### config.mk
export PLATFORM = sky130hd
export DESIGN_NAME = scalar_kalman_filter_top
export DESIGN_NICKNAME = d
export VERILOG_FILES = /design/src/sv/skf_pkg.sv /design/src/sv/scalar_kalman_filter_top.sv
export SDC_FILE = /design/constraint.sdc
export NUM_CORES = 2
export LEC_CHECK = 0
export BUFFER_PORTS_ARGS = -buffer_cell sky130_fd_sc_hd__buf_2
export CAP_MARGIN = 10
export CORE_MARGIN = 2
export CORE_UTILIZATION = 25
export DETAILED_ROUTE_END_ITERATION = 10
export GPL_ROUTABILITY_DRIVEN = 0
export PLACE_DENSITY = 0.47
export SLEW_MARGIN = 20
export SYNTH_ARGS = -nofsm -noshare
export SYNTH_HDL_FRONTEND = slang
export SYNTH_SLANG_ARGS = --single-unit
### constraint.sdc
create_clock -name clk -period 12.1 [get_ports clk]
set_input_delay 3.025 -clock clk [delete_from_list [all_inputs] [get_ports clk]]
set_output_delay 3.025 -clock clk [all_outputs]
set_load 0.01 [all_outputs]
### src/sv/skf_pkg.sv
// ----------------------------------------------------------------------------
// skf_pkg
// Types and constants shared by the scalar Kalman filter and its checker.
// ----------------------------------------------------------------------------
package skf_pkg;

    localparam int unsigned IN_DATA_W  = 64;
    localparam int unsigned OUT_DATA_W = 96;

    // result field positions in m_axis_tdata
    localparam int unsigned EST_LSB = 0;
    localparam int unsigned VAR_LSB = 32;
    localparam int unsigned NIS_LSB = 64;

    localparam logic [31:0] PROCESS_NOISE_RST = 32'd655;
    localparam logic [31:0] VARIANCE_RST      = 32'h0001_0000;
    localparam logic [16:0] ONE_Q16           = 17'h1_0000;

    localparam int unsigned CNT_W         = 6;
    localparam logic [CNT_W-1:0] K_STEPS   = CNT_W'(17);
    localparam logic [CNT_W-1:0] NIS_STEPS = CNT_W'(32);

    localparam logic KIND_PREDICT = 1'b0;
    localparam logic KIND_UPDATE  = 1'b1;

    typedef enum logic [2:0] {
        ST_IDLE,
        ST_DIV_K,
        ST_MUL_STEP,
        ST_MUL_VAR,
        ST_MUL_NIS,
        ST_NIS_CHK,
        ST_DIV_NIS,
        ST_DONE
    } skf_state_t;

endpackage

### src/sv/scalar_kalman_filter_top.sv
// Predict goes from input transfer to ST_DONE, which parks the result. Update
// runs the gain divide (17 steps), the multiply/check states and the NIS divide
// (32 steps), skipping the NIS divide when NIS saturates and all of them when
// S is zero. One item in flight; the next is taken the cycle after the result
// is parked. The shared restoring divider gives one quotient bit per cycle.
// Reset (rst_n low, async): estimate 0, variance 1.0, process noise 655, idle.
// ----------------------------------------------------------------------------
// scalar_kalman_filter_top
// One-dimensional Kalman filter in Q16.16 with a shared divider and multiplier.
// ----------------------------------------------------------------------------
module scalar_kalman_filter_top (
    input  logic                          clk,
    input  logic                          rst_n,
    input  logic                          process_noise_wr_en,
    input  logic [31:0]                   process_noise_wr_data,
    input  logic                          s_axis_tvalid,
    output logic                          s_axis_tready,
    // [31:0] measurement, [63:32] measurement_variance
    input  logic [skf_pkg::IN_DATA_W-1:0]  s_axis_tdata,
    // [0] kind
    input  logic                          s_axis_tuser,
    output logic                          m_axis_tvalid,
    input  logic                          m_axis_tready,
    // [31:0] estimate, [63:32] variance, [95:64] nis
    output logic [skf_pkg::OUT_DATA_W-1:0] m_axis_tdata,
    // [0] error
    output logic                          m_axis_tuser
);
    import skf_pkg::*;

    skf_state_t        state_reg, state_next;
    logic [31:0]       pn_reg, pn_next;
    logic [31:0]       est_reg, est_next;
    logic [31:0]       var_reg, var_next;
    logic              out_valid_reg, out_valid_next;

    logic [32:0]       s_reg, s_next;
    logic [31:0]       mag_reg, mag_next;
    logic              neg_reg, neg_next;
    logic [16:0]       k_reg, k_next;
    logic [32:0]       rem_reg, rem_next;
    logic [63:0]       dsr_reg, dsr_next;
    logic [31:0]       quo_reg, quo_next;
    logic [CNT_W-1:0]  cnt_reg, cnt_next;
    logic [63:0]       prod_reg;
    logic [31:0]       nis_reg, nis_next;
    logic              err_reg, err_next;
    logic [31:0]       out_est_reg, out_est_next;
    logic [31:0]       out_var_reg, out_var_next;
    logic [31:0]       out_nis_reg, out_nis_next;
    logic              out_err_reg, out_err_next;

    logic [31:0]       meas;
    logic [31:0]       mvar;
    logic [32:0]       s_sum;
    logic [32:0]       innov;
    logic [32:0]       innov_neg;
    logic [32:0]       pred_sum;
    logic [33:0]       rem_sh;
    logic              div_ge;
    logic [33:0]       rem_sub;
    logic [31:0]       mul_a;
    logic [31:0]       mul_b;
    logic [31:0]       step;
    logic [33:0]       est_ext;
    logic [33:0]       est_sum;
    logic [16:0]       one_minus_k;
    logic              out_free;

    assign meas      = s_axis_tdata[31:0];
    assign mvar      = s_axis_tdata[63:32];
    assign s_sum     = {1'b0, var_reg} + {1'b0, mvar};
    assign innov     = {meas[31], meas} - {est_reg[31], est_reg};
    assign innov_neg = 33'd0 - innov;
    assign pred_sum  = {1'b0, var_reg} + {1'b0, pn_reg};

    // shared restoring divider step: one quotient bit per cycle
    assign rem_sh  = {rem_reg, dsr_reg[63]};
    assign div_ge  = rem_sh >= {1'b0, s_reg};
    assign rem_sub = rem_sh - {1'b0, s_reg};

    assign step        = prod_reg[47:16];
    assign est_ext     = {{2{est_reg[31]}}, est_reg};
    assign est_sum     = neg_reg ? (est_ext - {2'b00, step}) : (est_ext + {2'b00, step});
    assign one_minus_k = ONE_Q16 - k_reg;
    assign out_free    = !out_valid_reg || m_axis_tready;

    always_comb
    begin
        state_next     = state_reg;
        pn_next        = process_noise_wr_en ? process_noise_wr_data : pn_reg;
        est_next       = est_reg;
        var_next       = var_reg;
        out_valid_next = (out_valid_reg && !m_axis_tready) ? 1'b1 : 1'b0;
        s_next         = s_reg;
        mag_next       = mag_reg;
        neg_next       = neg_reg;
        k_next         = k_reg;
        rem_next       = div_ge ? rem_sub[32:0] : rem_sh[32:0];
        dsr_next       = {dsr_reg[62:0], 1'b0};
        quo_next       = {quo_reg[30:0], div_ge};
        cnt_next       = cnt_reg - CNT_W'(1);
        nis_next       = nis_reg;
        err_next       = err_reg;
        out_est_next   = out_est_reg;
        out_var_next   = out_var_reg;
        out_nis_next   = out_nis_reg;
        out_err_next   = out_err_reg;
        mul_a          = mag_reg;
        mul_b          = {15'd0, k_reg};
        s_axis_tready  = 1'b0;

        case (state_reg)
            ST_IDLE:
            begin
                s_axis_tready = 1'b1;
                if (s_axis_tvalid)
                begin
                    nis_next   = 32'd0;
                    err_next   = 1'b0;
                    state_next = ST_DONE;
                    if (s_axis_tuser == KIND_PREDICT)
                    begin
                        var_next = pred_sum[32] ? 32'hFFFF_FFFF : pred_sum[31:0];
                    end
                    else if (s_sum == 33'd0)
                    begin
                        err_next = 1'b1;
                    end
                    else
                    begin
                        s_next     = s_sum;
                        neg_next   = innov[32];
                        mag_next   = innov[32] ? innov_neg[31:0] : innov[31:0];
                        // P<<16 / S: top part P>>1 is already below S
                        rem_next   = {2'b00, var_reg[31:1]};
                        dsr_next   = {var_reg[0], 63'd0};
                        quo_next   = 32'd0;
                        cnt_next   = K_STEPS;
                        state_next = ST_DIV_K;
                    end
                end
            end
            ST_DIV_K:
            begin
                if (cnt_reg == CNT_W'(1))
                begin
                    k_next     = quo_next[16:0];
                    state_next = ST_MUL_STEP;
                end
            end
            ST_MUL_STEP:
            begin
                state_next = ST_MUL_VAR;
            end
            ST_MUL_VAR:
            begin
                if (est_sum[33:31] == 3'b000 || est_sum[33:31] == 3'b111)
                    est_next = est_sum[31:0];
                else
                    est_next = est_sum[33] ? 32'h8000_0000 : 32'h7FFF_FFFF;
                mul_a      = var_reg;
                mul_b      = {15'd0, one_minus_k};
                state_next = ST_MUL_NIS;
            end
            ST_MUL_NIS:
            begin
                var_next   = prod_reg[47:16];
                mul_b      = mag_reg;
                state_next = ST_NIS_CHK;
            end
            ST_NIS_CHK:
            begin
                // quotient needs more than 32 bits when the top half reaches S
                if ({1'b0, prod_reg[63:32]} >= s_reg)
                begin
                    nis_next   = 32'hFFFF_FFFF;
                    state_next = ST_DONE;
                end
                else
                begin
                    rem_next   = {1'b0, prod_reg[63:32]};
                    dsr_next   = {prod_reg[31:0], 32'd0};
                    quo_next   = 32'd0;
                    cnt_next   = NIS_STEPS;
                    state_next = ST_DIV_NIS;
                end
            end
            ST_DIV_NIS:
            begin
                if (cnt_reg == CNT_W'(1))
                begin
                    nis_next   = quo_next;
                    state_next = ST_DONE;
                end
            end
            ST_DONE:
            begin
                if (out_free)
                begin
                    out_valid_next = 1'b1;
                    out_est_next   = est_reg;
                    out_var_next   = var_reg;
                    out_nis_next   = nis_reg;
                    out_err_next   = err_reg;
                    state_next     = ST_IDLE;
                end
            end
            default:
            begin
                state_next = ST_IDLE;
            end
        endcase
    end

    always_ff @(posedge clk or negedge rst_n)
    begin
        if (!rst_n)
        begin
            state_reg     <= ST_IDLE;
            pn_reg        <= PROCESS_NOISE_RST;
            est_reg       <= 32'd0;
            var_reg       <= VARIANCE_RST;
            out_valid_reg <= 1'b0;
        end
        else
        begin
            state_reg     <= state_next;
            pn_reg        <= pn_next;
            est_reg       <= est_next;
            var_reg       <= var_next;
            out_valid_reg <= out_valid_next;
        end
    end

    always_ff @(posedge clk)
    begin
        s_reg       <= s_next;
        mag_reg     <= mag_next;
        neg_reg     <= neg_next;
        k_reg       <= k_next;
        rem_reg     <= rem_next;
        dsr_reg     <= dsr_next;
        quo_reg     <= quo_next;
        cnt_reg     <= cnt_next;
        prod_reg    <= mul_a * mul_b;
        nis_reg     <= nis_next;
        err_reg     <= err_next;
        out_est_reg <= out_est_next;
        out_var_reg <= out_var_next;
        out_nis_reg <= out_nis_next;
        out_err_reg <= out_err_next;
    end

    assign m_axis_tvalid = out_valid_reg;
    assign m_axis_tdata  = {out_nis_reg, out_var_reg, out_est_reg};
    assign m_axis_tuser  = out_err_reg;

endmodule

# Word level (Yosys, flattened, before mapping)
# Cells that the tools add are included.
[op_classes] mux=48 n_mul=1 n_addsub=9 bitwise_logic=1 n_lt_le_gt_ge=2 eq_ne=15 n_reduce_logical=17
[ops] operator="2-to-1 mux 32 bit" count=10
[ops] operator="2-to-1 mux 64 bit" count=4
[ops] operator="2-to-1 mux 33 bit" count=5
[ops] operator="one-hot mux 32 bit (2 select lines)" count=2
[ops] operator="one-hot mux 64 bit (2 select lines)" count=1
[ops] operator="2-to-1 mux 31 bit" count=4
[ops] operator="one-hot mux 32 bit (3 select lines)" count=1
[ops] operator="adder 32 x 32 -> 33 bit" count=2
[ops] operator="one-hot mux 33 bit (2 select lines)" count=1
[ops] operator="multiplier 32 x 32 -> 64 bit" count=1
[ops] operator="one-hot mux 31 bit (2 select lines)" count=1
[ops] operator="adder 32 x 33 -> 34 bit" count=1
[ops] operator=">= comparator 34 x 33 -> 1 bit" count=1
[ops] operator="2-to-1 mux 34 bit" count=1
[ops] operator="subtractor 32 x 33 -> 34 bit" count=1
[ops] operator=">= comparator 32 x 33 -> 1 bit" count=1
[ops] operator="logical NOT 33 bit" count=1
[ops] operator="subtractor 32 x 32 -> 33 bit" count=1
[ops] operator="subtractor 33 bit" count=1
[ops] operator="subtractor 1 x 32 -> 32 bit (first input constant)" count=1
[ops] operator="2-to-1 mux 6 bit" count=4
[ops] operator="one-hot mux 3 bit (8 select lines)" count=1
[ops] operator="2-to-1 mux 3 bit" count=6
[ops] operator="subtractor 17 bit (first input constant)" count=1
[ops] operator="18 further kinds" count=40
[totals] elab_cells=113 input_bits=102 regBits=511

# Logic depth before layout (Yosys ltp)
[depth] word_depth=6 depth_mapped=39 ltp_nobuf=38

# Worst setup path after synthesis
# No wires, ideal clock.
[synth_path] path_kind="register to register" from="reg k_reg[0]" to="reg prod_reg[62]" path_slack_ps=2354 path_buffers=2 t_required_ps=11964 arrival_time_ps=9610 setup_ps=136 stages_incl_launch_ff=38 cell_sequence="edfxtp_1 inv_1 ha_1 nand2_1 or4b_1 or3_1 or3_1 or3_1 nor2_1 nor2_1 o221ai_1 clkbuf_1 nor2_1 fa_1 inv_1 fa_1 fa_1 fa_1 (+2 left out) fa_1 fa_1 inv_1 fa_1 inv_1 ha_1 clkbuf_1 nand2_1 o21ai_0 a21oi_1 o21ai_0 a41o_1 a21oi_1 o2111a_1 nor3_1 a21boi_0 o41ai_1 xor2_1"
[synth_via] elab_chain_len=3
[synth_rtl] element="from (decl)" line="scalar_kalman_filter_top.sv:40" source="logic [16:0] k_reg, k_next;"
[synth_rtl] element="from (signal assigned)" line="scalar_kalman_filter_top.sv:241" source="k_reg <= k_next;"
[synth_rtl] element="subtractor 17 bit" line="scalar_kalman_filter_top.sv:85" source="assign one_minus_k = ONE_Q16 - k_reg;"
[synth_rtl] element="one-hot mux 32 bit (2 select lines) *" line="scalar_kalman_filter_top.sv:113" source="case (state_reg)"
[synth_rtl] element="multiplier 32 x 32 -> 64 bit *" line="scalar_kalman_filter_top.sv:246" source="prod_reg <= mul_a * mul_b;"
[synth_rtl] element="to (signal assigned)" line="scalar_kalman_filter_top.sv:246"
[synth_rtl] element="to (decl)" line="scalar_kalman_filter_top.sv:45" source="logic [63:0] prod_reg;"
# Every way passes the cells marked *; elsewhere a longest branch is shown, timed or not.
# A chain may end at the register's enable or synchronous reset.

# Worst setup path in the final report
[layout_path] from="reg k_reg[0]" to="reg prod_reg[59]"
# The elaborated chain is that of the path after synthesis.

==> run summary <==
The pre-antenna-repair detailed-routing pass consisted of 5 iterations. The number of placed instances with taps included is 9,629. The type of the tightest min-delay check was reg -> reg. The routed layout has 47,200 vias.

Counting flops with a built-in enable in the synthesized netlist gives 213. The routed via count divided by cell count was 4.85; the global-route wire length before repair was 325,000 um. The number of storage elements in the synthesis netlist came out at 479. The mean instance size in the synthesized netlist is 9.23 sq um. Measured in cells, the most critical reg-to-reg path has a length of 33. After detailed routing, the average wire length per cell comes to 22.7 um. The endpoint of the lowest-slack register-to-register path was prod_reg[59]$_DFF_P_.

At the pin with the least slew margin, the transition time is 1.22 ns. The tools report the post-detailed-routing wire length as 221,000 um. After Yosys synthesis, full adders, half adders and majority gates account for 40.3% of the synthesized area.

Timing would allow up to 85.4 MHz. The floorplan step set the die height to 490 um. The initial utilization of the core area, before any placement, comes to 25.1%. The cell that appears most often on the critical path is sky130_fd_sc_hd__fa_1. The mapped netlist covers 59,100 sq um.

The clock reaches the later pin of the worst-skew pair after 0.70 ns. The run gives 7,868 as the net count of the mapped netlist. The run finished with clean final reports. Worst hold path stage count: 0. Origin of the worst min-delay path: nis_reg[0]$_DFFE_PP_. STA classifies the critical path startpoint as a flop. Largest family of logic cells by synthesized area: adder cells. At the end of the flow, the number of nets in the layout was 8,003. In the layout the commonest cells are 1,054 x sky130_fd_sc_hd__inv_1, 901 x sky130_fd_sc_hd__fa_1, 770 x sky130_fd_sc_hd__nand2_1. For the deepest level of the CTS H-tree, the log shows 2. Master of the slowest instance on the critical path: sky130_fd_sc_hd__o311ai_0.

The basic-gate share of the synthesized area counting and, or, nand and nor cells works out to 13.2%. The tightest hold margin was 0.413 ns. The worst stage delay on the critical path came out at 0.76 ns. Hold path endpoint: out_nis_reg[0]$_DFFE_PP_.

The flip-flop count of the largest register, all copies and words added was 64. Reg-to-reg startpoint: k_reg[0]$_DFFE_PP_. The max-cap violation count came out at 0. Via count of the first global-routing pass: 48,600.

The cell at the root of the clock tree was sky130_fd_sc_hd__clkbuf_16. The remaining design rule violation count came out at 0. The number of antenna violations at the first check in global routing was 14; the worst-case register-to-register setup slack was 0.38 ns.

The number of buffers added by the clock tree synthesis step is 57. The final period demand of the worst path was 11.72 ns. The tools report the maximum buffer depth of the clock tree as 3. Origin of the worst setup path: k_reg[0]$_DFFE_PP_. The core region is 235,000 sq um. The number of clock sinks seen by CTS came out at 479.

The worst setup path is captured at a flop. The logs give 9,738 for the count of placed standard cells in the final layout, fillers left out and 83 for the number of distinct library cells after synthesis. The share of synthesized registers carrying an async set or reset is 20.9%, and the final count of pins violating max slew is 0. For this run, the register share of the synthesized area comes to 20.7%. The die outline area was 240,000 sq um; the multiplexer area fraction after synthesis was 0.933%.

Once detailed placement completed, the half-perimeter wirelength came to 179,000 um. Data arrives at the worst endpoint at 12.26 ns. The number of instances in the synthesized netlist was 6,403; the total global-route track usage was 18.0%.

Global routing finished with a remaining overflow of 0. The die outline width was 490 um. The Yosys step of the flow raised 0 warnings. The critical setup path kind was reg -> reg.

The violation count after the first detailed-routing iteration was 3,459; the post-synthesis compound-gate area fraction was 12.4%. Setup repair after global routing left no endpoint under its margin. The port buffer count was 200; the worst endpoint required time was 12.65 ns. Across the routed clock network, the largest skew measured is 0.0358 ns. After clock tree synthesis, the clock-pin slew on the worst setup and hold paths is 0.07 ns. TritonCTS built the clock tree. The number of buffers added to fix hold violations after cts came out at 0.

The number of hold violations in the final report is 0. Of all nets on the critical path, the largest fanout is 20. The run gives 94 as the maximum number of pins on one net before global-route repair.

In this run the count of I/O pins placed on the die edge is 201. After layout, the worst path uses 96.8% of the clock period. The post-route antenna net violation count is 0. The most common library cell in the layout ignoring fill and taps was sky130_fd_sc_hd__inv_1. Dominant synthesized flop cell: sky130_fd_sc_hd__edfxtp_1. Adding up every negative setup slack in the final design gives 0 ns.

The synthesized netlist devotes 3.88% of its cell area to XOR and XNOR gates. Normalized max-slew margin: 18.8%. The layout overhead on the synthesized area was 12.6%. In the final layout, the share of cells above drive strength 1 is 8.94%. For the total of endpoints with negative setup slack in the final report, the log shows 0. The utilization of the core after routing came out at 28.3%. After floorplanning, the core was divided into 178 placement rows.
## worst max-delay path, delay by kind of cell (launching register included)
| family | cells | cell delay (ns) |
|---|---|---|
| and+or+nand+nor | 13 | 3.40 |
| buffers and inverters | 5 | 0.70 |
| DFF | 1 | 0.39 |
| adders and majority gates | 10 | 4.70 |
| AOI/OAI and AO/OA | 5 | 2.38 |
## Yosys cell counts (19+ instances only)
master,instances,area share (%)
sky130_fd_sc_hd__o221ai_1,38,0.56
sky130_fd_sc_hd__a211oi_1,50,0.63
sky130_fd_sc_hd__dfxtp_1,166,5.6
sky130_fd_sc_hd__clkbuf_1,272,1.7
sky130_fd_sc_hd__nand3_1,50,0.42
sky130_fd_sc_hd__nand2_1,771,4.9
sky130_fd_sc_hd__nand2b_1,36,0.38
sky130_fd_sc_hd__o21a_1,39,0.50
sky130_fd_sc_hd__nor4_1,42,0.44
sky130_fd_sc_hd__o21bai_1,31,0.39
sky130_fd_sc_hd__mux2_2,33,0.63
sky130_fd_sc_hd__and2_1,55,0.58
sky130_fd_sc_hd__o21ai_0,166,1.4
sky130_fd_sc_hd__o22ai_1,32,0.34
sky130_fd_sc_hd__and3_1,44,0.47
sky130_fd_sc_hd__a21o_1,157,2.0
sky130_fd_sc_hd__a31oi_1,40,0.42
sky130_fd_sc_hd__a311oi_1,42,0.62
sky130_fd_sc_hd__xor2_1,76,1.1
sky130_fd_sc_hd__nor2_1,636,4.0
sky130_fd_sc_hd__nor2b_1,29,0.31
sky130_fd_sc_hd__dfrtp_1,93,3.9
sky130_fd_sc_hd__a21boi_0,21,0.27
sky130_fd_sc_hd__or3_1,19,0.20
sky130_fd_sc_hd__inv_1,1054,6.7
sky130_fd_sc_hd__fa_1,901,31
sky130_fd_sc_hd__edfxtp_1,213,11
sky130_fd_sc_hd__o31ai_1,23,0.29
sky130_fd_sc_hd__xnor2_1,186,2.8
sky130_fd_sc_hd__a22o_1,33,0.49
sky130_fd_sc_hd__nor3_1,49,0.41
sky130_fd_sc_hd__ha_1,462,9.8
sky130_fd_sc_hd__a21oi_1,253,2.1
sky130_fd_sc_hd__nand4_1,35,0.37
## logic make-up after synthesis
logic type               Yosys count
multiplexers                      51
flip-flops                       479
AND/OR/NAND/NOR                 1814
adder cells (fa/ha/maj)         1363
XOR/XNOR                         262
AO/OA/AOI/OAI                   1087
buffers and inverters           1347
## area by class of cell
class	instances	area [sq um]
Antenna cell	2	5.00
Clock buffer	76	1570
Clock inverter	31	425
Fill cell	25200	169000
Inverter	1058	3970
Multi-Input combinational cell	4577	42200
Sequential cell	479	12200
Tap cell	3150	3940
Timing Repair Buffer	365	2240
## worst max path at each step
| stage | to | slack (ns) |
|---|---|---|
| floorplan | prod_reg[62]$_DFF_P_ | 2.35 |
| global placement | prod_reg[59]$_DFF_P_ | 0.59 |
| detailed placement | prod_reg[59]$_DFF_P_ | 0.50 |
| CTS | prod_reg[59]$_DFF_P_ | 0.42 |
| global route | prod_reg[62]$_DFF_P_ | 0.11 |
| finish | prod_reg[59]$_DFF_P_ | 0.38 |
## per-layer routing
layer	share of wire [%]	routed length (um)	global-route usage, %
met1	43	95300	24.0
met2	46	102000	29.6
met3	6.7	14700	3.09
met4	3.9	8510	6.04
met5	0.019	41	0
## through the flow
| step | setup slack [ns] | cell area [sq um] |
|---|---|---|
| 2_1_floorplan | 2.35 | 59100 |
| 3_3_place_gp | 0.594 | 64600 |
| 3_5_place_dp | 0.502 | 64600 |
| 4_1_cts | 0.417 | 66600 |
| 5_1_grt | 0.113 | 66600 |
| 6_report | 0.385 | 66600 |
## timing repair
item / 4_1_cts / 5_1_grt
resized for setup: 0 / 2
endpoints found under the hold margin: 0 / 0
setup buffers: 0 / 0
setup endpoints to repair: 0 / 3
Power is not shown: default switching activity piles up to over one toggle a cycle in this logic, so the estimate is an artifact.
